==> src/hw/rtl/pfrw_pkg.sv <==
// shared types, widths, register indexes and the arctangent table of the floor row warp
// no dependencies
`default_nettype none
package pfrw_pkg;

    localparam int ITER_COUNT_DEF = 16;

    // datapath widths
    localparam int VEC_W    = 44;   // vectoring x/y, normalised to [2^40, 2^41) then gain
    localparam int ZV_W     = 20;   // accumulated angle in vectoring mode
    localparam int ROT_W    = 33;   // rotation x/y, start 2^30
    localparam int ZR_W     = 19;   // residual angle in rotation mode
    localparam int DIV_BITS = 19;   // quotient bits of tan = y * 2^16 / x
    localparam int REM_W    = 50;
    localparam int DVS_W    = 32;
    localparam int T_W      = 20;

    localparam int CFG_AW   = 3;
    localparam int CFG_DW   = 32;

    // register indexes
    localparam logic [CFG_AW-1:0] REG_WARP_EN     = 3'd0;
    localparam logic [CFG_AW-1:0] REG_HORIZON     = 3'd1;
    localparam logic [CFG_AW-1:0] REG_BOTTOM      = 3'd2;
    localparam logic [CFG_AW-1:0] REG_EYE_WORLD_Y = 3'd3;
    localparam logic [CFG_AW-1:0] REG_EYE_HEIGHT  = 3'd4;
    localparam logic [CFG_AW-1:0] REG_TILT        = 3'd5;
    localparam logic [CFG_AW-1:0] REG_NDC_GAIN    = 3'd6;
    localparam logic [CFG_AW-1:0] REG_VIEW_HEIGHT = 3'd7;

    // pi/4 - 1e-3 in Q2.16
    localparam int ALPHA_CLAMP = 51406;

    typedef struct packed {
        logic        valid;
        logic        bypass;
        logic [23:0] byp_val;
    } tag_t;

    typedef struct packed {
        logic             neg;
        logic             zero;
        logic [DVS_W-1:0] dvs;
    } div_side_t;

    // atan(2^-i) in Q2.16
    function automatic logic [16:0] atan_q16(input int idx);
        logic [16:0] v;
        case (idx)
            0:       v = 17'd51472;
            1:       v = 17'd30386;
            2:       v = 17'd16055;
            3:       v = 17'd8150;
            4:       v = 17'd4091;
            5:       v = 17'd2047;
            6:       v = 17'd1024;
            7:       v = 17'd512;
            8:       v = 17'd256;
            9:       v = 17'd128;
            10:      v = 17'd64;
            11:      v = 17'd32;
            12:      v = 17'd16;
            13:      v = 17'd8;
            14:      v = 17'd4;
            15:      v = 17'd2;
            16:      v = 17'd1;
            default: v = 17'd0;
        endcase
        return v;
    endfunction

endpackage
`default_nettype wire

==> src/hw/rtl/pfrw_vec_cell.sv <==
// one vectoring micro-rotation of the atan2 chain
// depends on pfrw_pkg
`default_nettype none
module pfrw_vec_cell #(
    parameter int STEP = 0
) (
    input  logic                              clk,
    input  logic                              rst_n,
    input  logic                              en,
    input  pfrw_pkg::tag_t                    tag_in,
    input  logic signed [pfrw_pkg::VEC_W-1:0] x_in,
    input  logic signed [pfrw_pkg::VEC_W-1:0] y_in,
    input  logic signed [pfrw_pkg::ZV_W-1:0]  z_in,
    output pfrw_pkg::tag_t                    tag_out,
    output logic signed [pfrw_pkg::VEC_W-1:0] x_out,
    output logic signed [pfrw_pkg::VEC_W-1:0] y_out,
    output logic signed [pfrw_pkg::ZV_W-1:0]  z_out
);
    import pfrw_pkg::*;

    logic signed [VEC_W-1:0] xs, ys, x_next, y_next;
    logic signed [ZV_W-1:0]  step_ang, z_next;
    tag_t                    tag_reg;
    logic signed [VEC_W-1:0] x_reg, y_reg;
    logic signed [ZV_W-1:0]  z_reg;

    assign step_ang = $signed({{(ZV_W-17){1'b0}}, atan_q16(STEP)});

    always_comb
    begin
        xs = x_in >>> STEP;
        ys = y_in >>> STEP;
        if (y_in > 0)
        begin
            x_next = x_in + ys;
            y_next = y_in - xs;
            z_next = z_in + step_ang;
        end
        else
        begin
            x_next = x_in - ys;
            y_next = y_in + xs;
            z_next = z_in - step_ang;
        end
    end

    always_ff @(posedge clk or negedge rst_n)
    begin
        if (!rst_n)
            tag_reg <= '0;
        else if (en)
            tag_reg <= tag_in;
    end

    always_ff @(posedge clk)
    begin
        if (en)
        begin
            x_reg <= x_next;
            y_reg <= y_next;
            z_reg <= z_next;
        end
    end

    assign tag_out = tag_reg;
    assign x_out   = x_reg;
    assign y_out   = y_reg;
    assign z_out   = z_reg;
endmodule
`default_nettype wire

==> config.mk <==
export PLATFORM = sky130hd
export DESIGN_NAME = pfrw_vec_cell
export DESIGN_NICKNAME = d
export VERILOG_FILES = /design/src/hw/rtl/pfrw_pkg.sv /design/src/hw/rtl/pfrw_vec_cell.sv
export SDC_FILE = /design/constraint.sdc
export NUM_CORES = 1
export LEC_CHECK = 0
export ABC_AREA = 1
export BUFFER_PORTS_ARGS = -buffer_cell sky130_fd_sc_hd__buf_2
export CAP_MARGIN = 20
export CORE_MARGIN = 1.5
export CORE_UTILIZATION = 40
export DETAILED_ROUTE_END_ITERATION = 8
export PLACE_DENSITY = 0.6
export SYNTH_ARGS = -nofsm -noshare
export SYNTH_HDL_FRONTEND = slang
export SYNTH_SLANG_ARGS = --single-unit
==> constraint.sdc <==
create_clock -name clk -period 0.8 [get_ports clk]
set_input_delay 0.16 -clock clk [delete_from_list [all_inputs] [get_ports clk]]
set_output_delay 0.16 -clock clk [all_outputs]
set_load 0.03 [all_outputs]
# Yosys cells after proc, flatten, opt, wreduce, memory -nomap -nowiden
# Index checks and enable logic that the tools add are counted.
[op_classes] n_addsub=5 magnitude_cmp=1 n_mux=3
[op_table] op="44-bit 2-to-1 mux" count=2
[op_table] op="44-bit subtractor" count=2
[op_table] op="44-bit adder" count=1
[op_table] op="44-bit by 1-bit > comparator with 1-bit output, second input constant" count=1
[op_table] op="20-bit by 17-bit adder with 20-bit output, second input constant" count=1
[op_table] op="20-bit 2-to-1 mux" count=1
[op_table] op="20-bit by 17-bit subtractor with 20-bit output, second input constant" count=1
[word_totals] register_bits=134 input_bits=137 output_inout_bits=134

# Logic depth before layout (Yosys ltp)
[logic_depth] ltp_word=2 ltp_mapped=20 mapped_depth_nobuf=18

# Worst setup path after synthesis
# Ideal clock, no wire load.
[synth_timing] path_kind="input to register" start="input port y_in[24] (netlist bit)" end="register z_reg[16], in the netlist z_out[16], data pin" setup_time_ps=259 arrival_time_ps=2317 required_time_ps=541 slack_ps=-1776 stages=16 n_path_buf=1 path_cell_list="inv_1 nand3_1 nor3_1 nand2_1 nor2_1 nand2_1 nand2_2 inv_2 clkbuf_1 fa_1 o21ai_0 a21oi_1 o21bai_1 nand3_1 nand2_1 xor2_1"
[synth_between] elab_chain_len=2
[synth_rtl] element="start: declaration" line_no="pfrw_vec_cell.sv:12" source="input logic signed [pfrw_pkg::VEC_W-1:0] y_in,"
[synth_rtl] element="44-bit by 1-bit > comparator with 1-bit output" line_no="pfrw_vec_cell.sv:33" source="if (y_in > 0)"
[synth_rtl] element="20-bit 2-to-1 mux" line_no="pfrw_vec_cell.sv:33"
[synth_rtl] element="net z_next[16]" line_no="pfrw_vec_cell.sv:22" source="logic signed [ZV_W-1:0] step_ang, z_next;"
[synth_rtl] element="end signal: assignment" line_no="pfrw_vec_cell.sv:61" source="z_reg <= z_next;"
[synth_rtl] element="end: declaration" line_no="pfrw_vec_cell.sv:25" source="logic signed [ZV_W-1:0] z_reg;"
# The timed path passes the listed nets, and every way through them passes these cells.
# A chain may end at the register's enable or synchronous reset.

# Worst setup path in the final report
[layout_timing] start="input port y_in[28] (netlist bit)" end="register z_reg[17], in the netlist z_out[17], data pin"
# The elaborated chain is that of the path after synthesis.

==> results.sh <==
export IMPL_cts_buffers_inserted=17
export IMPL_ys_ff_latch=133
export IMPL_grtUsageTotal_pct=39.6
export IMPL_route_vias_total=21400
export IMPL_worst_r2r_path_depth=2
export IMPL_n_antenna_cell=0
export IMPL_cts_reportedPaths_clkPinSlew_ns=0.08
export IMPL_yosysSeqAreaShare_pct=23.8
export IMPL_rsz0062_at_grt="true"
export IMPL_grt_pass1_wl_um=122000
export IMPL_cap_violations=0
export IMPL_h_tree_depth=4
export IMPL_synth_top_cell_area_share_pct=21.4
export IMPL_drt_first_pass_iters=5
export IMPL_period_needed_ns=2.44
export IMPL_coreArea_um2=39900
export IMPL_grt_max_degree=28
export IMPL_areaGrowthSynthToFinish_pct=78.4
export IMPL_hold_path_class="input pin to async pin"
export IMPL_num_rows=73
export IMPL_drcViolationCount=0
export IMPL_vdd_drop_max_v=0.00171
export IMPL_crit_type="input pin to flop"
export IMPL_hpwl_um=61700
export IMPL_tritoncts="yes"
export IMPL_first_global_vias=21000
export IMPL_drt_iter0_drc=1907
export IMPL_reg2reg_slack_ns=-0.13
export IMPL_yosys_warnings=0
export IMPL_synth_area_top_cells="nand2_1 (21%), edfxtp_1 (20%), ha_1 (11%)"
export IMPL_die_w_um=204
export IMPL_fp_dieH_um=204
export IMPL_whs_ns=0.153
export IMPL_cts_sinks=133
export IMPL_finalNetCount=3794
export IMPL_p_per_area_nw_per_um2=1410
export IMPL_globalplace_congestion=1.01
export IMPL_root_buffer="clkbuf_16"
export IMPL_max_freq_mhz=410
export IMPL_arrival_ns=2.69
export IMPL_finClkSkew_ns=0
export IMPL_synth_top_area_cell="nand2_1"
export IMPL_netlist_area_um2=16200
export IMPL_drive_gt1_share_pct=46.8
export IMPL_syn_inst=2606
export IMPL_finalWorstSetupSlack_ns=-1.64
export IMPL_cts_buffer_depth=2
export IMPL_postSynth_asyncResetShare_pct=19.5
export IMPL_wl_per_cell_um=21.5
export IMPL_violations="negative setup slack"
export IMPL_top_level_ports=271
export IMPL_power_leakage_nw=14.8
export IMPL_reg2reg_to="tag_out[1]"
export IMPL_synth_enable_flop_cells=107
export IMPL_period_share_pct=305
export IMPL_synth_cell_types=45
export IMPL_io_buffers=270
export IMPL_status="finished, violations left"
export IMPL_die_area_um2=41800
export IMPL_path_max_fanout=5
export IMPL_antenna_left=0
export IMPL_hold_violations=0
export IMPL_insertion_delay_ns=0.50
export IMPL_maxSlewViolCount=0
export IMPL_gr_total_overflow=0
export IMPL_end_kind="flop"
export IMPL_startpoint_type="input pin"
export IMPL_slew_headroom_pct=70.5
export IMPL_avgSynthCellArea_um2=6.23
export IMPL_setup_violations=245
export IMPL_antenna_found_initial=0
export IMPL_pre_cts_ws_ns=-2.14
export IMPL_r2r_start="tag_out[1]"
export IMPL_synthFlopType="edfxtp_1"
export IMPL_wl_um=86900
export IMPL_worst_slew_pin_slew_ns=0.441
export IMPL_cp_required_ns=1.05
export IMPL_viasPerCell=5.29
export IMPL_synthesis_nets=2890
export IMPL_initial_core_util_pct=40.7
cell families after synthesis:
family	share of synthesized area, %
AOI/OAI and AO/OA	8.96
muxes	1.80
adders and majority gates	11.5
xor gates and xnor gates	2.70
DFF	23.8
and+or+nand+nor	38.1
buffers and inverters	13.2
worst max-delay path by stage:
stage	start	endpoint	slack [ns]	cells past startpoint
5_1_grt	y_in[29]	z_out[17]	-1.76	19
4_1_cts	y_in[29]	z_out[17]	-1.33	20
2_1_floorplan	y_in[8]	z_out[16]	-1.48	15
3_3_place_gp	y_in[26]	z_out[17]	-2.10	19
6_report	y_in[28]	z_out[17]	-1.64	19
3_5_place_dp	y_in[26]	z_out[17]	-2.14	19
routing by layer:
metal	GRT usage (%)	wire length, um	vias to the layer above
met1	50.0	34900	10100
met4	20.2	5030	0
li1	-	-	10000
met2	65.9	40400	1087
met3	5.45	6620	258
met5	0	0	-
stage by stage:
step / cell area, um2 / instances / TNS (ns) / util [%] / total power (W)
after global routing: 29000 / 4048 / -185.34 / 72.6 / 0.0422
after detailed placement: 24100 / 3853 / -193.51 / 60.5 / 0.0276
after CTS: 27800 / 4022 / -156.44 / 69.6 / 0.0383
final: 29000 / 4048 / -172.41 / 72.6 / 0.0408
after global placement: 24100 / 3853 / -191.66 / 60.5 / 0.0273
after floorplan: 18700 / 2606 / -97.09 / - / 0.0201
sequential cells by signal (all words and copies together), names as in the netlist:
register,cells
x_out,44
y_out,43
tag_out,26
z_out,20
cell usage in the layout (no fill, tap or decap), types with 35 or more instances in the layout:
master and n:
nand2_2 148, buf_12 37, nor2_1 121, nand2_1 735
nand3_2 39, buf_6 176, a21oi_2 57, buf_2 125
nand2_4 45, xor2_1 37, ha_4 53, nor2_2 35
edfxtp_1 107, ha_1 89, buf_4 544, inv_2 73
nand3_1 184, inv_1 342, a21oi_1 56, nor2_4 83
worst max-delay path: stages:
cell and delay (ns):
buf_6 0.10, inv_2 0.05, nand4_1 0.16, buf_4 0.20, nor3_4 0.16, nand2_2 0.13, nor2_4 0.15, nand2_4 0.10
nand2_8 0.13, inv_4 0.08, ha_4 0.30, a21o_1 0.19, a21boi_2 0.08, nand2_2 0.12, nand2_4 0.08, o21bai_4 0.17
nand2_2 0.10, nand3_1 0.14, nand2_1 0.08
cells in the mapped netlist, drive strengths merged (3+ instances only):
| cell type | n |
|---|---|
| xnor2 | 4 |
| o21ai | 80 |
| nand2 | 941 |
| nor2 | 239 |
| nand4 | 28 |
| clkbuf | 5 |
| o21a | 5 |
| inv | 453 |
| nor4 | 4 |
| nand3b | 3 |
| xor2 | 46 |
| or2 | 5 |
| nand3 | 236 |
| edfxtp | 107 |
| ha | 143 |
| a21o | 4 |
| dfrtp | 26 |
| o21bai | 36 |
| buf | 58 |
| a21oi | 125 |
| and2 | 7 |
| nor3 | 13 |
| fa | 4 |
| mux2 | 26 |
where the power goes:
| group | leakage (nW) | switching, W | internal (W) | total [W] |
|---|---|---|---|---|
| clock | 0.273 | 0.00423 | 0.00410 | 0.00833 |
| combinational | 13.2 | 0.0131 | 0.0101 | 0.0231 |
| sequential | 1.35 | 0.000586 | 0.00871 | 0.00930 |
| total | 14.8 | 0.0179 | 0.0229 | 0.0408 |
area by class of cell:
cell class	instances	area [um2]
Clock buffer	17	425
Clock inverter	15	138
Fill cell	3051	10900
Inverter	454	1870
Multi-Input combinational cell	1956	13400
Sequential cell	133	3860
Tap cell	525	657
Timing Repair Buffer	948	8630
what timing repair did:
item,in CTS,in global routing
resized for setup,378,394
cloned,21,6
pin swaps,120,25
buffers inserted,86,25
endpoints found under the setup margin,235,236
hold buffers,32,0
endpoints found under the hold margin,57,0
Power figures use the tool's default switching activity.
