### config.mk
export PLATFORM = sky130hd
export DESIGN_NAME = pfrw_rot_cell
export DESIGN_NICKNAME = d
export VERILOG_FILES = /design/src/hw/rtl/pfrw_pkg.sv /design/src/hw/rtl/pfrw_rot_cell.sv
export SDC_FILE = /design/constraint.sdc
export NUM_CORES = 1
export LEC_CHECK = 0
export ABC_AREA = 1
export BUFFER_PORTS_ARGS = -buffer_cell sky130_fd_sc_hd__clkbuf_2
export CAP_MARGIN = 20
export CORE_MARGIN = 2
export CORE_UTILIZATION = 52
export DETAILED_ROUTE_END_ITERATION = 10
export GPL_TIMING_DRIVEN = 0
export PLACE_DENSITY = 0.83
export SLEW_MARGIN = 15
export SYNTH_ARGS = -nofsm -noshare
export SYNTH_HDL_FRONTEND = slang
export SYNTH_SLANG_ARGS = --single-unit
### constraint.sdc
create_clock -name clk -period 0.8 [get_ports clk]
set_input_delay 0.08 -clock clk [delete_from_list [all_inputs] [get_ports clk]]
set_output_delay 0.08 -clock clk [all_outputs]
set_load 0.01 [all_outputs]
### src/hw/rtl/pfrw_pkg.sv
// shared types, widths, register indexes and the arctangent table of the floor row warp
// no dependencies
`default_nettype none
package pfrw_pkg;

    localparam int ITER_COUNT_DEF = 16;

    // datapath widths
    localparam int VEC_W    = 44;   // vectoring x/y, normalised to [2^40, 2^41) then gain
    localparam int ZV_W     = 20;   // accumulated angle in vectoring mode
    localparam int ROT_W    = 33;   // rotation x/y, start 2^30
    localparam int ZR_W     = 19;   // residual angle in rotation mode
    localparam int DIV_BITS = 19;   // quotient bits of tan = y * 2^16 / x
    localparam int REM_W    = 50;
    localparam int DVS_W    = 32;
    localparam int T_W      = 20;

    localparam int CFG_AW   = 3;
    localparam int CFG_DW   = 32;

    // register indexes
    localparam logic [CFG_AW-1:0] REG_WARP_EN     = 3'd0;
    localparam logic [CFG_AW-1:0] REG_HORIZON     = 3'd1;
    localparam logic [CFG_AW-1:0] REG_BOTTOM      = 3'd2;
    localparam logic [CFG_AW-1:0] REG_EYE_WORLD_Y = 3'd3;
    localparam logic [CFG_AW-1:0] REG_EYE_HEIGHT  = 3'd4;
    localparam logic [CFG_AW-1:0] REG_TILT        = 3'd5;
    localparam logic [CFG_AW-1:0] REG_NDC_GAIN    = 3'd6;
    localparam logic [CFG_AW-1:0] REG_VIEW_HEIGHT = 3'd7;

    // pi/4 - 1e-3 in Q2.16
    localparam int ALPHA_CLAMP = 51406;

    typedef struct packed {
        logic        valid;
        logic        bypass;
        logic [23:0] byp_val;
    } tag_t;

    typedef struct packed {
        logic             neg;
        logic             zero;
        logic [DVS_W-1:0] dvs;
    } div_side_t;

    // atan(2^-i) in Q2.16
    function automatic logic [16:0] atan_q16(input int idx);
        logic [16:0] v;
        case (idx)
            0:       v = 17'd51472;
            1:       v = 17'd30386;
            2:       v = 17'd16055;
            3:       v = 17'd8150;
            4:       v = 17'd4091;
            5:       v = 17'd2047;
            6:       v = 17'd1024;
            7:       v = 17'd512;
            8:       v = 17'd256;
            9:       v = 17'd128;
            10:      v = 17'd64;
            11:      v = 17'd32;
            12:      v = 17'd16;
            13:      v = 17'd8;
            14:      v = 17'd4;
            15:      v = 17'd2;
            16:      v = 17'd1;
            default: v = 17'd0;
        endcase
        return v;
    endfunction

endpackage
`default_nettype wire

### src/hw/rtl/pfrw_rot_cell.sv
// one rotation-mode micro-rotation of the tangent chain
// depends on pfrw_pkg
`default_nettype none
module pfrw_rot_cell #(
    parameter int STEP = 0
) (
    input  logic                              clk,
    input  logic                              rst_n,
    input  logic                              en,
    input  pfrw_pkg::tag_t                    tag_in,
    input  logic signed [pfrw_pkg::ROT_W-1:0] x_in,
    input  logic signed [pfrw_pkg::ROT_W-1:0] y_in,
    input  logic signed [pfrw_pkg::ZR_W-1:0]  z_in,
    output pfrw_pkg::tag_t                    tag_out,
    output logic signed [pfrw_pkg::ROT_W-1:0] x_out,
    output logic signed [pfrw_pkg::ROT_W-1:0] y_out,
    output logic signed [pfrw_pkg::ZR_W-1:0]  z_out
);
    import pfrw_pkg::*;

    logic signed [ROT_W-1:0] xs, ys, x_next, y_next;
    logic signed [ZR_W-1:0]  step_ang, z_next;
    tag_t                    tag_reg;
    logic signed [ROT_W-1:0] x_reg, y_reg;
    logic signed [ZR_W-1:0]  z_reg;

    assign step_ang = $signed({{(ZR_W-17){1'b0}}, atan_q16(STEP)});

    always_comb
    begin
        xs = x_in >>> STEP;
        ys = y_in >>> STEP;
        if (z_in >= 0)
        begin
            x_next = x_in - ys;
            y_next = y_in + xs;
            z_next = z_in - step_ang;
        end
        else
        begin
            x_next = x_in + ys;
            y_next = y_in - xs;
            z_next = z_in + step_ang;
        end
    end

    always_ff @(posedge clk or negedge rst_n)
    begin
        if (!rst_n)
            tag_reg <= '0;
        else if (en)
            tag_reg <= tag_in;
    end

    always_ff @(posedge clk)
    begin
        if (en)
        begin
            x_reg <= x_next;
            y_reg <= y_next;
            z_reg <= z_next;
        end
    end

    assign tag_out = tag_reg;
    assign x_out   = x_reg;
    assign y_out   = y_reg;
    assign z_out   = z_reg;
endmodule
`default_nettype wire

==> impl_metrics.json, run 1 <==
{
  "start_util": 0.528,
  "dp_slack_ns": -1.59,
  "clockBufferDepth": 2,
  "worstEndpointType": "register input",
  "yosysTopAreaCell": "edfxtp_1",
  "async_flop_share": 0.236,
  "synthXorXnorAreaFrac": 0.0258,
  "synth_top_area_frac": 0.212,
  "track_usage": 0.691,
  "pin_count": 225,
  "run.stop_error": "[ERROR GRT-0232] Routing congestion too high. Check the congestion heatmap in the GUI.",
  "dieHeight_um": 155,
  "synth_compound_area_frac": 0.0895,
  "ys_ff_latch": 110,
  "fp.dieW_um": 155,
  "haltStage": "5_1_grt",
  "num_rows": 55,
  "syn_nets": 2021,
  "ys.flop_type": "edfxtp_1",
  "port_buffers": 224,
  "synthAdderAreaFrac": 0.122,
  "post_synth_and_or_nand_nor_area_fraction": 0.337,
  "htreeDepth": 3,
  "ys_warn_count": 0,
  "synth_edf_count": 84,
  "avgSynthCellArea_um2": 6.62,
  "synth_area_leaders": "edfxtp_1 (21%), nand2_1 (18%), ha_1 (11%)",
  "worst_endpoint": "y_out[26]$_DFFE_PP_/D",
  "synth_top_family_by_area": "simple AND/OR/NAND/NOR gates",
  "clock_sinks": 110,
  "hpwl_um": 35100,
  "syn_inst": 1794,
  "synth_mux_area_frac": 0.0263,
  "synth_cell_types": 43,
  "ys_seq_area_frac": 0.267,
  "grt_max_degree": 30,
  "grt_overflow": 60,
  "outcome": "did not finish",
  "cts_root_buf": "clkbuf_16",
  "place_congestion": 0.989,
  "dpl_cell_area_um2": 14600,
  "synth_area_um2": 11900,
  "cts_inserted_buffers": 9
}
## routing by layer
| metal | track usage | overflow |
|---|---|---|
| met2 | 0.865 | 27 |
| met1 | 0.716 | 2 |
| met3 | 0.545 | 1 |
| met5 | 0.188 | 0 |
| met4 | 0.608 | 30 |
## cells in the mapped netlist (22+ instances only)
cell type,n
nand2_1,579
inv_1,315
nand3_1,146
nor2_1,145
ha_1,109
edfxtp_1,84
a21oi_1,73
o21ai_0,56
xor2_1,33
dfrtp_1,26
mux2_2,26
nor2_2,22
## per-stage QoR
step	hold WS [ns]	instances
3_3_place_gp	0.110	2303
4_1_cts	0.00126	2434
3_5_place_dp	0.136	2304
2_1_floorplan	-0.216	1794
## timing repair
| action | CTS |
|---|---|
| hold buffers | 29 |
| resized for setup | 454 |
| buffers inserted | 86 |
| setup endpoints to repair | 272 |
| endpoints found under the hold margin | 54 |
| pin swaps | 174 |
| cloned | 4 |
## cells by family after synthesis
family                   Yosys count
buffers and inverters            371
flip-flops                       110
AO/OA/AOI/OAI                    186
AND/OR/NAND/NOR                  951
XOR/XNOR                          35
multiplexers                      28
adder cells (fa/ha/maj)          113
==> run 2, diff against run 1 <==
--- a/config.mk
+++ b/config.mk
@@ -9,10 +9,10 @@
 export BUFFER_PORTS_ARGS = -buffer_cell sky130_fd_sc_hd__clkbuf_2
 export CAP_MARGIN = 20
 export CORE_MARGIN = 2
-export CORE_UTILIZATION = 52
+export CORE_UTILIZATION = 40
 export DETAILED_ROUTE_END_ITERATION = 10
 export GPL_TIMING_DRIVEN = 0
-export PLACE_DENSITY = 0.83
+export PLACE_DENSITY_LB_ADDON = 0.15
 export SLEW_MARGIN = 15
 export SYNTH_ARGS = -nofsm -noshare
 export SYNTH_HDL_FRONTEND = slang
==> constraint.sdc (replaced) <==
create_clock -name clk -period 1 [get_ports clk]
set_input_delay 0.1 -clock clk [delete_from_list [all_inputs] [get_ports clk]]
set_output_delay 0.1 -clock clk [all_outputs]
set_load 0.01 [all_outputs]
==> run 2 against run 1 <==
Effect of this change: the flow now finishes, with violations (negative setup slack); synthesized cell count did not move; synthesized area stayed put.
==> impl_metrics.json, run 2 <==
{
  "async_flop_share": 0.236,
  "max-slew-margin-rel": 0.261,
  "outcome": "complete, but fails checks",
  "port_buffers": 224,
  "clockBufferDepth": 2,
  "place_congestion": 0.965,
  "synth_area_leaders": "edfxtp_1 (21%), nand2_1 (18%), ha_1 (11%)",
  "track_usage": 0.299,
  "avgSynthCellArea_um2": 6.62,
  "utilization": 0.681,
  "cp_max_fo": 4,
  "critPathLaunchType": "primary input",
  "synth_top_area_frac": 0.212,
  "period_minus_slack_ns": 1.72,
  "drive_above_1_share": 0.545,
  "route.detailed.drc": 0,
  "hold_path_class": "in2reg",
  "final_cell_mix": "nand2_1 (322), inv_1 (230), nand2_2 (187)",
  "required_ns": 1.14,
  "final_antenna_net_count": 0,
  "drt_iter0_drc": 904,
  "grt_setup_unrepaired": "yes",
  "drv_cap": 0,
  "ys_seq_area_frac": 0.267,
  "synth_cell_types": 43,
  "grt_first_pass_wirelength_um": 70700,
  "num_antenna_cells": 0,
  "fmax_ghz": 0.581,
  "syn2layout_area_growth_pct": 68.6,
  "largest_reg_flops": 33,
  "ys_ff_latch": 110,
  "vias": 13700,
  "grt_max_degree": 44,
  "viasPerCell": 5.23,
  "finalSetupViolations": 108,
  "firstDrtPassIters": 6,
  "slew_violations": 0,
  "clk_latency_ns": 0.38,
  "pwr_density_cell_nw_per_um2": 1070,
  "routed_wl_um": 49600,
  "pin_count": 225,
  "cts_root_buf": "clkbuf_16",
  "r2r_setup_slack_ns": 0.11,
  "syn_nets": 2021,
  "fp.dieW_um": 176,
  "peakVddDrop_uv": 696,
  "die-area_um2": 31100,
  "antenna_found_initial": 0,
  "tritoncts": "built",
  "syn_inst": 1794,
  "worst_pin_slew_ns": 1.11,
  "nets": 2446,
  "hpwl_um": 36600,
  "grt_overflow": 0,
  "num_rows": 63,
  "setup.worst_path.end_class": "register",
  "clock_sinks": 110,
  "fin_ws_ns": -0.722,
  "synth_area_um2": 11900,
  "crit_arrival_ns": 1.86,
  "dp_slack_ns": -1.41,
  "core_area_um2": 29400,
  "synth_edf_count": 84,
  "yosysTopAreaCell": "edfxtp_1",
  "wire_per_inst_um": 19.0,
  "skew_ns": 0,
  "start_util": 0.404,
  "cts_inserted_buffers": 9,
  "htreeDepth": 3,
  "synthTopCellsByCount": "nand2_1 (579), inv_1 (315), nand3_1 (146)",
  "grt_pass1_vias": 13000,
  "leakagePower_nw": 9.81,
  "ys_warn_count": 0,
  "clk_pin_slew_ns": 0.10,
  "crit_type": "in2reg",
  "final_common_cell": "nand2_1",
  "fin_crit_sh": 1.72,
  "dieHeight_um": 176,
  "yosysMostFrequentCell": "nand2_1",
  "ys.flop_type": "edfxtp_1",
  "hold_violations": 0,
  "violations": "negative setup slack"
}
## run 2: cell counts after synthesis
No cell type changed its count.
## run 2: path summary, 6_finish.rpt
| check | start | endpoint | depth (start not counted) |
|---|---|---|---|
| min | tag_in[4] | tag_out[4] | 2 |
| max reg2reg | tag_out[17] | tag_out[17] | 2 |
| max | y_in[0] | x_out[24] | 13 |
| min in group asynchronous | rst_n | tag_out[0] | 2 |
| max in group asynchronous | rst_n | tag_out[5] | 2 |
| min reg2reg | tag_out[19] | tag_out[19] | 1 |
## run 2: cell type report
cell class | instances | area [um^2]
multi-input cells | 1313 | 10800
fillers | 2381 | 9380
repair buffers | 423 | 3400
flip-flops and latches | 110 | 3170
inverters | 324 | 1370
plain buffers | 38 | 490
well taps | 390 | 488
clock buffers | 9 | 225
clock inverters | 7 | 77.6
## run 2: stage by stage
stage	power, W	std cells	instance area, um^2	TNS [ns]	hold slack, ns
2_1_floorplan	0.0111	1794	13100	-37.70	-0.196
3_3_place_gp	0.0138	2408	14700	-229.11	0.141
3_5_place_dp	0.0138	2409	14700	-118.17	0.146
4_1_cts	0.0198	2549	18100	-32.16	0.0188
5_1_grt	0.0225	2614	20000	-43.46	0.0157
6_report	0.0214	2614	20000	-37.67	0.00663
## run 2: cell families after synthesis
| kind of cell | after synthesis | synth area share |
|---|---|---|
| adders and majority gates | 113 | 0.122 |
| muxes | 28 | 0.0263 |
| AOI/OAI and AO/OA | 186 | 0.0895 |
| buffers and inverters | 371 | 0.132 |
| and+or+nand+nor | 951 | 0.337 |
| DFF | 110 | 0.267 |
| xor gates and xnor gates | 35 | 0.0258 |
## run 2: routing by layer
metal	global-route usage	wire length (um)	up-vias
met5	0	0	-
met4	0.0944	1790	0
met3	0.0540	4020	115
met2	0.498	23100	615
met1	0.395	20700	6444
li1	-	-	6492
## run 2: worst max-delay path, cell delays in order
cell	delay (ns)
clkbuf_16	0.14
ha_4	0.17
fa_2	0.49
o21ai_4	0.24
nand2_2	0.09
nand2_2	0.10
nand2_2	0.08
nand2_4	0.11
nand2_4	0.06
nand2_2	0.06
nand2_2	0.06
nand3_2	0.06
nand2_2	0.08
## run 2: power by group
part	switching, W	internal [W]	leakage [nW]
clock network	0.00206	0.00178	0.149
logic	0.00679	0.00485	8.54
registers	0.000214	0.00569	1.12
total	0.00907	0.0123	9.81
## run 2: timing repair
| item | 4_1_cts | 5_1_grt |
|---|---|---|
| hold endpoints to repair | 52 | 0 |
| cloned | 2 | 0 |
| pin swaps | 192 | 239 |
| setup endpoints to repair | 162 | 178 |
| setup buffers | 101 | 74 |
| resized for setup | 524 | 368 |
| hold buffers | 27 | 0 |
(Power assumes the default switching activity.)
