==> src/hw/rtl/pfrw_pkg.sv <==
// shared types, widths, register indexes and the arctangent table of the floor row warp
// no dependencies
`default_nettype none
package pfrw_pkg;

    localparam int ITER_COUNT_DEF = 16;

    // datapath widths
    localparam int VEC_W    = 44;   // vectoring x/y, normalised to [2^40, 2^41) then gain
    localparam int ZV_W     = 20;   // accumulated angle in vectoring mode
    localparam int ROT_W    = 33;   // rotation x/y, start 2^30
    localparam int ZR_W     = 19;   // residual angle in rotation mode
    localparam int DIV_BITS = 19;   // quotient bits of tan = y * 2^16 / x
    localparam int REM_W    = 50;
    localparam int DVS_W    = 32;
    localparam int T_W      = 20;

    localparam int CFG_AW   = 3;
    localparam int CFG_DW   = 32;

    // register indexes
    localparam logic [CFG_AW-1:0] REG_WARP_EN     = 3'd0;
    localparam logic [CFG_AW-1:0] REG_HORIZON     = 3'd1;
    localparam logic [CFG_AW-1:0] REG_BOTTOM      = 3'd2;
    localparam logic [CFG_AW-1:0] REG_EYE_WORLD_Y = 3'd3;
    localparam logic [CFG_AW-1:0] REG_EYE_HEIGHT  = 3'd4;
    localparam logic [CFG_AW-1:0] REG_TILT        = 3'd5;
    localparam logic [CFG_AW-1:0] REG_NDC_GAIN    = 3'd6;
    localparam logic [CFG_AW-1:0] REG_VIEW_HEIGHT = 3'd7;

    // pi/4 - 1e-3 in Q2.16
    localparam int ALPHA_CLAMP = 51406;

    typedef struct packed {
        logic        valid;
        logic        bypass;
        logic [23:0] byp_val;
    } tag_t;

    typedef struct packed {
        logic             neg;
        logic             zero;
        logic [DVS_W-1:0] dvs;
    } div_side_t;

    // atan(2^-i) in Q2.16
    function automatic logic [16:0] atan_q16(input int idx);
        logic [16:0] v;
        case (idx)
            0:       v = 17'd51472;
            1:       v = 17'd30386;
            2:       v = 17'd16055;
            3:       v = 17'd8150;
            4:       v = 17'd4091;
            5:       v = 17'd2047;
            6:       v = 17'd1024;
            7:       v = 17'd512;
            8:       v = 17'd256;
            9:       v = 17'd128;
            10:      v = 17'd64;
            11:      v = 17'd32;
            12:      v = 17'd16;
            13:      v = 17'd8;
            14:      v = 17'd4;
            15:      v = 17'd2;
            16:      v = 17'd1;
            default: v = 17'd0;
        endcase
        return v;
    endfunction

endpackage
`default_nettype wire

==> src/hw/rtl/pfrw_div_cell.sv <==
// one restoring-division step, settles one quotient bit
// depends on pfrw_pkg
`default_nettype none
module pfrw_div_cell #(
    parameter int BIT = 0
) (
    input  logic                             clk,
    input  logic                             rst_n,
    input  logic                             en,
    input  pfrw_pkg::tag_t                   tag_in,
    input  pfrw_pkg::div_side_t              side_in,
    input  logic [pfrw_pkg::REM_W-1:0]       rem_in,
    input  logic [pfrw_pkg::DIV_BITS-1:0]    q_in,
    output pfrw_pkg::tag_t                   tag_out,
    output pfrw_pkg::div_side_t              side_out,
    output logic [pfrw_pkg::REM_W-1:0]       rem_out,
    output logic [pfrw_pkg::DIV_BITS-1:0]    q_out
);
    import pfrw_pkg::*;

    logic [REM_W-1:0]    dshift, rem_next;
    logic [DIV_BITS-1:0] q_next;
    tag_t                tag_reg;
    div_side_t           side_reg;
    logic [REM_W-1:0]    rem_reg;
    logic [DIV_BITS-1:0] q_reg;

    always_comb
    begin
        dshift = REM_W'(side_in.dvs) << BIT;
        if (rem_in >= dshift)
        begin
            rem_next = rem_in - dshift;
            q_next   = q_in | (DIV_BITS'(1) << BIT);
        end
        else
        begin
            rem_next = rem_in;
            q_next   = q_in;
        end
    end

    always_ff @(posedge clk or negedge rst_n)
    begin
        if (!rst_n)
            tag_reg <= '0;
        else if (en)
            tag_reg <= tag_in;
    end

    always_ff @(posedge clk)
    begin
        if (en)
        begin
            side_reg <= side_in;
            rem_reg  <= rem_next;
            q_reg    <= q_next;
        end
    end

    assign tag_out  = tag_reg;
    assign side_out = side_reg;
    assign rem_out  = rem_reg;
    assign q_out    = q_reg;
endmodule
`default_nettype wire

==> config.mk <==
export PLATFORM = sky130hd
export DESIGN_NAME = pfrw_div_cell
export DESIGN_NICKNAME = d
export VERILOG_FILES = /design/src/hw/rtl/pfrw_pkg.sv /design/src/hw/rtl/pfrw_div_cell.sv
export SDC_FILE = /design/constraint.sdc
export NUM_CORES = 1
export LEC_CHECK = 0
export ABC_AREA = 1
export BUFFER_PORTS_ARGS = -buffer_cell sky130_fd_sc_hd__buf_2
export CAP_MARGIN = 20
export CELL_PAD_IN_SITES_DETAIL_PLACEMENT = 0
export CELL_PAD_IN_SITES_GLOBAL_PLACEMENT = 1
export CORE_ASPECT_RATIO = 2
export CORE_MARGIN = 2
export CORE_UTILIZATION = 40
export CTS_CLUSTER_DIAMETER = 40
export DETAILED_ROUTE_END_ITERATION = 6
export PLACE_DENSITY = 0.89
export SLEW_MARGIN = 0
export SYNTH_ARGS = -nofsm -noshare
export SYNTH_HDL_FRONTEND = slang
export SYNTH_SLANG_ARGS = --single-unit
==> constraint.sdc <==
create_clock -name clk -period 1.1 [get_ports clk]
set_input_delay 0.22 -clock clk [delete_from_list [all_inputs] [get_ports clk]]
set_output_delay 0.22 -clock clk [all_outputs]
set_load 0.02 [all_outputs]
After elaboration in Yosys (flattened, before gate mapping):

Cells that the tools add are included.

* add/subtract/negate cells: 1
* order comparisons: 1
* mux-type cells: 1

Operator list (number)
* greater-or-equal comparator 50 x 32 -> 1 bit: 1
* two-way mux 50 bit: 1
* subtractor 50 x 32 -> 50 bit: 1

* bits in registers: 129
* bits of input ports: 132
* output and inout bits: 129
* logic and storage cells: 12

Longest topological paths before layout:

Gate-level depths: netlist of run 1.

* depth in word-level cells: 2
* gate-level depth with buffers: 16
* gate-level depth less buffers: 16

Least setup slack after synthesis of run 1:

No wires, ideal clock.

* path kind: in2reg
* from: input port rem_in[0] (netlist name)
* to: register rem_reg[14], in the netlist rem_out[14] (data pin)
* setup time: 0.252 ns
* arrival time: 1.728 ns
* required time: 0.848 ns
* path slack: -0.881 ns
* stages on the path: 13
* buffers on the path: 1
* cells stage by stage: inv_1 > ha_1 > inv_1 > fa_1 > nand3_1 > nand3_2 > nand2_1 > nand2_2 > nand2_2 > nand2_8 > clkbuf_4 > nand2_1 > nand2_1

* word-level cells in the longest chain between the ends: 2
* elaborated cells between the ends (all ways): 3
* classes of those cells: 1 x add/sub; 1 x order compare; 1 x mux

RTL lines
* from (decl): RTL line pfrw_div_cell.sv:12 `input logic [pfrw_pkg::REM_W-1:0] rem_in,`
* subtractor 50 x 32 -> 50 bit or greater-or-equal comparator 50 x 32 -> 1 bit (tied branches): RTL line pfrw_div_cell.sv:33, pfrw_div_cell.sv:31
* two-way mux 50 bit (*): RTL line pfrw_div_cell.sv:31 `if (rem_in >= dshift)`
* via rem_next[14]: RTL line pfrw_div_cell.sv:21 `logic [REM_W-1:0] dshift, rem_next;`
* to (signal assigned): RTL line pfrw_div_cell.sv:56 `rem_reg <= rem_next;`
* to (decl): RTL line pfrw_div_cell.sv:25 `logic [REM_W-1:0] rem_reg;`

Mark *: on every way through the listed nets, which the timed path passes. The rest lies on a longest branch.
A chain may end at the register's enable or synchronous reset.

Worst setup path in the final report of run 1:

* from: input port side_in[8] (netlist name)
* to: register rem_reg[2], in the netlist rem_out[2] (data pin)

* word-level cells in the longest chain between the ends: 2

RTL lines
* from (decl): RTL line pfrw_div_cell.sv:11 `input pfrw_pkg::div_side_t side_in,`
* greater-or-equal comparator 50 x 32 -> 1 bit: RTL line pfrw_div_cell.sv:31
* two-way mux 50 bit: RTL line pfrw_div_cell.sv:31
* via rem_next[2]: RTL line pfrw_div_cell.sv:21

The timed path passes the listed nets, and every way through them passes these cells.

==> key figures, run 1 <==
Run status
  • Status: finished, violations left
  • Failing checks: negative setup slack

Routing
  • First-pass detailed-route iteration total: 5
  • Routed Antenna Nets: 0
  • Final WL: 39,700 um
  • # DRC: 0
  • Vias: 9,796
  • Wirelength per Cell: 19.8 um
  • DRT iter0 DRCs: 476
  • Vias per cell: 4.87

STA
  • RSZ-0062 raised after global routing: yes
  • Worst slew pin tran: 0.579 ns
  • Relative slew slack: 61.4%
  • Layout Skew: 0 ns
  • Fmax: 0.553 GHz
  • Hold Vio Cnt, Final: 0
  • Slew Limit Fails: 0
  • Fin Setup TNS: -43.96 ns
  • Setup Viol. Count Final: 180
  • Period utilization: 164%
  • Tmin final: 1.81 ns
  • Worst Slack Setup Final: -0.708 ns

Floorplan
  • Core box area: 21,400 sq um
  • Die area: 22,800 sq um
  • Die Wd: 108 um
  • FP Rows: 76
  • Die height: 212 um
  • Initial Util: 40.3%
  • Top Ports: 261

Yosys
  • Mapped Area: 8630 sq um
  • Largest family of logic cells by synthesized area: simple AND/OR/NAND/NOR gates
  • Synth top area share: 35.9%
  • Area share of xor/xnor cells in the synthesized design: 2.03%
  • Flops & latches, synth: 129
  • Synth top area cells: edfxtp_1, nand2_1, inv_1
  • Seq/Total Area, Yosys: 43.4%
  • Avg Inst Size Synth: 7.63 sq um
  • Ys Warns: 0
  • Mux share of post-synthesis cell area: 3.39%
  • Compound-Gate Fraction of Synth Area: 2.74%
  • Post-synth net total: 1,296
  • Syn Inst Count: 1,131
  • Simple-gate area share of the yosys netlist: 32.2%
  • Yosys top cell by area: edfxtp_1
  • Post-Synth Adder-Cell Area: 4.87%
  • Post-synth cell types: 35

Critical path
  • Startpoint Class: input pin
  • Slowest stage cell, crit path: ha_4
  • Max incr delay on CP: 0.31 ns
  • Crit Path Class: in2reg
  • Worst path required time: 1.29 ns
  • Most frequent CP cell: nor2_4
  • CP endpoint kind: flop
  • Arrival time at the worst endpoint: 2.00 ns
  • CP cell instances: buf_2 -> inv_4 -> ha_4 -> nand2_4 -> nor2_4 -> nand3_2 -> nor2_4 -> nand3_2 -> nand2_2 -> nor2_4 -> nand2_8 -> buf_12 -> clkinv_16 -> nand2_1 -> nand2_1
  • Worst-path fanout max: 7

Finish
  • Ratio of cells with drive above 1 in the final layout: 51.3%
  • Fillers: 1,540
  • Final Util: 73.2%
  • Fin area: 15,700 sq um
  • Final #Nets: 1,886
  • Finished Layout Cells: 2,011
  • Layout area overhead: 81.5%

Power
  • Total power: 18.2 mW
  • Pwr/cell area: 1170 nW/um^2
  • Leak pwr: 7.94 nW
  • Worst vdd rail ir drop: 0.00144 V

Global routing
  • Initial antenna violation count: 3
  • Largest net degree at the start of global routing: 40
  • GRT Util Overall: 32.6%
  • First-pass GRT wire length: 53,800 um
  • Grt total ovfl: 0
  • Vias in the first global route: 10,300

Worst hold path
  • HP Class: in2reg

Flow run
  • Max cap viols: 0

Place
  • Post-Place Cells: 1,888
  • DP Area: 12,600 sq um
  • Port bufs: 260
  • DP Wirelength: 27,400 um
  • GPL Wtd Cong: 0.979

Clocking
  • CTS H-tree lvls: 4
  • Worst-path clk slew: 0.06 ns
  • CTS tree: done
  • Later-pin clock latency in the skew report: 0.43 ns
  • CTS Root Cell: clkbuf_16
  • CTS Sinks: 129
  • Maximum clock path buffer count: 2
  • CTS buffer count: 17
[final cells by class]
class                   instances  area [sq um]  area share, %
diodes                          4          10.0         0.0639
clock buffers                  20           479           3.06
clock inverters                12           111          0.711
inverters                     235           936           5.98
multi-input cells             756          5100           32.6
flip-flops and latches        129          3740           23.9
well taps                     273           342           2.18
repair buffers                576          4810           30.7
repair inverters                6           118          0.751
[synthesized netlist by cell type, drive strengths merged]
master    n
nand4    22
nor2     91
inv     235
buf       8
xor2     20
dfrtp    26
nor3      4
edfxtp  103
and2      3
and3      1
fa        1
or2       2
clkbuf    3
nand2   449
mux2     26
nand3    65
o21ai     2
nand3b    4
a21oi    34
ha       32
[cell families after synthesis]
family          after synthesis
mux                          26
compound gates               36
xor+xnor                     20
buf+inv                     246
simple gates                641
fa+ha+maj                    33
flops                       129
[power breakdown]
part / total, mW / internal (mW) / switching [mW]
combinational: 6.25 / 2.94 / 3.32
clock: 5.83 / 3.42 / 2.41
sequential: 6.17 / 5.89 / 0.278
[metrics by stage]
step	hold WS [ns]	setup WS, ns
final	0.0231	-0.708
after global routing	0.0146	-0.759
after CTS	0.00175	-0.610
after detailed placement	0.237	-1.31
after global placement	0.227	-1.30
after floorplan	-0.0756	-0.722
[critical path: cells and delay by family]
| family | cells | cell delay [ns] |
|---|---|---|
| AND/OR/NAND/NOR | 10 | 0.99 |
| buffers and inverters | 4 | 0.46 |
| adder cells (fa/ha/maj) | 1 | 0.31 |
[state kept, by name, summed over array words and instances, names as in the netlist]
signal	count
q_out	19
rem_out	50
side_out	34
tag_out	26
[routing by layer]
layer / share of wire [%] / GRT usage [%]
met5: 0 / 0
met4: 11 / 27.2
met3: 4.3 / 5.08
met2: 57 / 65.1
met1: 28 / 25.8
[placed cells by master (no fill, tap or decap), types with 2 or more instances in the layout]
| cell type | Yosys | routed |
|---|---|---|
| o21ai_2 | 0 | 2 |
| buf_2 | 1 | 142 |
| inv_6 | 0 | 6 |
| nand4_1 | 22 | 22 |
| a21oi_2 | 15 | 23 |
| a21oi_1 | 19 | 8 |
| buf_12 | 1 | 15 |
| nand3_4 | 0 | 5 |
| xor2_1 | 20 | 20 |
| nand2_1 | 429 | 322 |
| clkinv_2 | 0 | 2 |
| and2_1 | 3 | 3 |
| buf_8 | 0 | 3 |
| dfrtp_1 | 26 | 26 |
| nand3b_1 | 4 | 4 |
| nor2_2 | 7 | 19 |
| inv_12 | 0 | 2 |
| inv_1 | 225 | 194 |
| a21oi_4 | 0 | 3 |
| nand3_2 | 3 | 18 |
| nor3_1 | 4 | 2 |
| nor2_1 | 77 | 47 |
| nand2_4 | 10 | 37 |
| inv_16 | 0 | 4 |
| ha_4 | 0 | 32 |
| buf_6 | 3 | 129 |
| buf_4 | 2 | 237 |
| dlygate4sd3_1 | 0 | 49 |
| inv_8 | 1 | 2 |
| diode_2 | 0 | 4 |
| mux2_2 | 26 | 26 |
| inv_4 | 0 | 10 |
| inv_2 | 9 | 31 |
| nand3_1 | 62 | 42 |
| edfxtp_1 | 103 | 103 |
| nor3_4 | 0 | 2 |
| clkbuf_16 | 0 | 19 |
| nor2_4 | 7 | 25 |
| nand2_2 | 9 | 89 |
[path summary, 6_finish.rpt]
path	start	slack, ns	to	cells past startpoint
min reg2reg	tag_out[7]	0.54	tag_out[7]	1
max in group asynchronous	rst_n	0.39	tag_out[9]	2
min in group asynchronous	rst_n	0.32	tag_out[20]	2
max	side_in[8]	-0.71	rem_out[2]	15
max reg2reg	tag_out[25]	0.07	tag_out[25]	3
min	side_in[0]	0.02	side_out[0]	1
[repair_timing]
item | 4_1_cts | 5_1_grt
buffers inserted | 20 | 11
resized for setup | 244 | 233
hold buffers | 49 | 0
pin swaps | 45 | 47
cloned | 8 | 1
setup endpoints to repair | 180 | 180
hold endpoints to repair | 74 | 0
No activity file was read; power rests on OpenSTA's default activity.
==> run 2, diff against run 1 <==
Settings changed: SETUP_SLACK_MARGIN set to 0.3.
==> run 2 against run 1 <==
The flow still finishes with violations (negative setup slack). Critical path depth fell by 2. Register-to-register slack barely moved. Die area did not move. Power rose by 2.8%. Critical path type unchanged. Largest cell class is now non-clock buffers.
==> key figures, run 2 (same netlist as run 1, synthesis figures left out) <==
Critical path
  • Crit path max-delay family: simple AND/OR/NAND/NOR gates (unchanged)
  • Crit Path Class: in2reg (unchanged)
  • Most frequent CP cell: nand2_2 (was nor2_4)
  • Startpoint Class: input pin (unchanged)
  • Worst-path fanout max: 4 (was 7)
  • Slowest stage cell, crit path: nand4_1 (was ha_4)
  • CP cell instances: buf_2 -> ha_4 -> nand2_1 -> nand2_1 -> inv_1 -> nand3_4 -> nand2_2 -> nand2_2 -> buf_6 -> nand2_4 -> nand4_1 -> nand3_2 -> nand2_2 (was buf_2 -> inv_4 -> ha_4 -> nand2_4 -> nor2_4 -> nand3_2 -> nor2_4 -> nand3_2 -> nand2_2 -> nor2_4 -> nand2_8 -> buf_12 -> clkinv_16 -> nand2_1 -> nand2_1)
  • CP endpoint kind: flop (unchanged)
  • CP bufs+invs: 3 (was 4)
  • Worst path required time: 1.31 ns (was 1.29 ns)
  • Max incr delay on CP: 0.28 ns (was 0.31 ns)
  • Arrival time at the worst endpoint: 2.04 ns (was 2.00 ns)

Clocking
  • Maximum clock path buffer count: 2 (unchanged)
  • CTS Sinks: 129 (unchanged)
  • CTS Root Cell: clkbuf_16 (unchanged)
  • Worst-path clk slew: 0.06 ns (about the same)
  • CTS H-tree lvls: 4 (unchanged)
  • CTS buffer count: 17 (unchanged)
  • Later-pin clock latency in the skew report: 0.46 ns (was 0.43 ns)
  • CTS tree: done (unchanged)

STA
  • WHS: 0.0167 ns (was 0.0231 ns)
  • Tmin final: 1.83 ns (was 1.81 ns)
  • Worst slew pin tran: 0.370 ns (was 0.579 ns)
  • Fmax: 0.545 GHz (was 0.553 GHz)
  • Worst Slack Setup Final: -0.735 ns (was -0.708 ns)
  • Hold Vio Cnt, Final: 0 (unchanged)
  • Relative slew slack: 75.3% (was 61.4%)
  • Setup Viol. Count Final: 180 (unchanged)
  • Slew Limit Fails: 0 (unchanged)
  • RSZ-0062 raised after global routing: yes (unchanged)
  • Period utilization: 167% (was 164%)
  • Layout Skew: 0 ns (unchanged)

Routing
  • Routed Antenna Nets: 0 (unchanged)
  • Vias per cell: 5.03 (was 4.87)
  • DRT iter0 DRCs: 569 (was 476)
  • Vias: 10,300 (was 9,796)
  • Final WL: 42,600 um (was 39,700 um)
  • First-pass detailed-route iteration total: 5 (unchanged)
  • # DRC: 0 (unchanged)
  • Wirelength per Cell: 20.9 um (was 19.8 um)

Power
  • Leak pwr: 8.23 nW (was 7.94 nW)
  • Pwr/cell area: 1140 nW/um^2 (was 1170 nW/um^2)
  • Worst vdd rail ir drop: 0.00145 V (was 0.00144 V)

Place
  • GPL Wtd Cong: 0.982 (was 0.979)
  • Port bufs: 260 (unchanged)
  • DP Worst Slack: -1.35 ns (was -1.31 ns)
  • DP Wirelength: 27,600 um (was 27,400 um)

Global routing
  • GRT Util Overall: 32.8% (was 32.6%)
  • Grt met1 use: 26.9% (was 25.8%)
  • Gr busiest metal: met2 (unchanged)
  • Grt total ovfl: 0 (unchanged)
  • First-pass GRT wire length: 54,100 um (was 53,800 um)
  • Global routing met3 resource utilization: 4.53% (was 5.08%)
  • Largest net degree at the start of global routing: 48 (was 40)
  • Vias in the first global route: 9,984 (was 10,300)
  • Initial antenna violation count: 0 (was 3)
  • Met2 global-route usage: 66.6% (was 65.1%)

Floorplan
  • Core box area: 21,400 sq um (unchanged)
  • Die height: 212 um (unchanged)
  • Initial Util: 40.3% (unchanged)
  • Top Ports: 261 (unchanged)
  • Die Wd: 108 um (unchanged)
  • FP Rows: 76 (unchanged)
  • Die area: 22,800 sq um (unchanged)

Finish
  • Fillers: 1,423 (was 1,540)
  • Max reg flops: 50 (unchanged)
  • Commonest non-fill, non-tap cells in the layout: nand2_1, buf_4, inv_1, buf_6, buf_2 (was nand2_1, buf_4, inv_1, buf_2, buf_6)
  • Ratio of cells with drive above 1 in the final layout: 53.6% (was 51.3%)
  • N_diodes: 0 (was 4)
  • Commonest non-fill, non-tap cell in the layout: nand2_1 (unchanged)
  • Final #Nets: 1,917 (was 1,886)
  • Layout area overhead: 90.1% (was 81.5%)

Run status
  • Failing checks: negative setup slack (unchanged)
  • Status: finished, violations left (unchanged)

Flow run
  • Max cap viols: 0 (unchanged)

Worst hold path
  • HP Class: in2reg (unchanged)
-- run 2: timing repair --
action / CTS / global route
hold endpoints to repair: 97 / 0
gates resized for setup: 247 / 332
gates cloned: 2 / 4
setup buffers: 32 / 33
hold buffers: 72 / 0
pin swaps: 54 / 55
setup endpoints to repair: 180 / 202
-- run 2: report_power, final --
group / switching (mW) / total (mW) / internal (mW)
combinational: 3.61 / 6.94 / 3.33
clock: 2.49 / 5.61 / 3.12
sequential: 0.313 / 6.21 / 5.90
-- run 2: cell type report --
cell class | count | area, sq um | share of cell area, %
repair inverters | 1 | 16.3 | 0.0992
inverters | 235 | 951 | 5.80
flip-flops and latches | 129 | 3750 | 22.9
multi-input cells | 756 | 5360 | 32.7
clock buffers | 17 | 425 | 2.59
repair buffers | 612 | 5420 | 33.0
well taps | 273 | 342 | 2.08
clock inverters | 15 | 135 | 0.824
-- run 2: metal layers --
metal  part of all wire, %  wire length [um]
met1                    29             12400
met2                    55             23600
met3                   5.0              2130
met4                    11              4520
met5                     0                 0
-- run 2: stage by stage --
stage	cells	setup TNS (ns)	cell area, sq um	power [mW]	util (%)
floorplan	1131	-35.28	9370	8.76	-
global placement	1863	-57.08	12500	11.0	58.6
detailed placement	1863	-57.81	12500	11.1	58.6
CTS	2001	-43.12	14900	17.6	69.8
global route	2038	-51.99	16400	19.3	76.6
finish	2038	-46.66	16400	18.8	76.6
-- run 2: worst paths after layout --
path | startpoint | to | slack [ns] | cells past startpoint
worst max-delay path | rem_in[4] | rem_out[29] | -0.73 | 13
min in group asynchronous | rst_n | tag_out[13] | 0.33 | 3
worst max register to register | tag_out[17] | tag_out[17] | 0.08 | 3
max in group asynchronous | rst_n | tag_out[2] | 0.47 | 3
worst min register to register | tag_out[25] | tag_out[25] | 0.54 | 1
worst min-delay path | tag_in[1] | tag_out[1] | 0.02 | 2
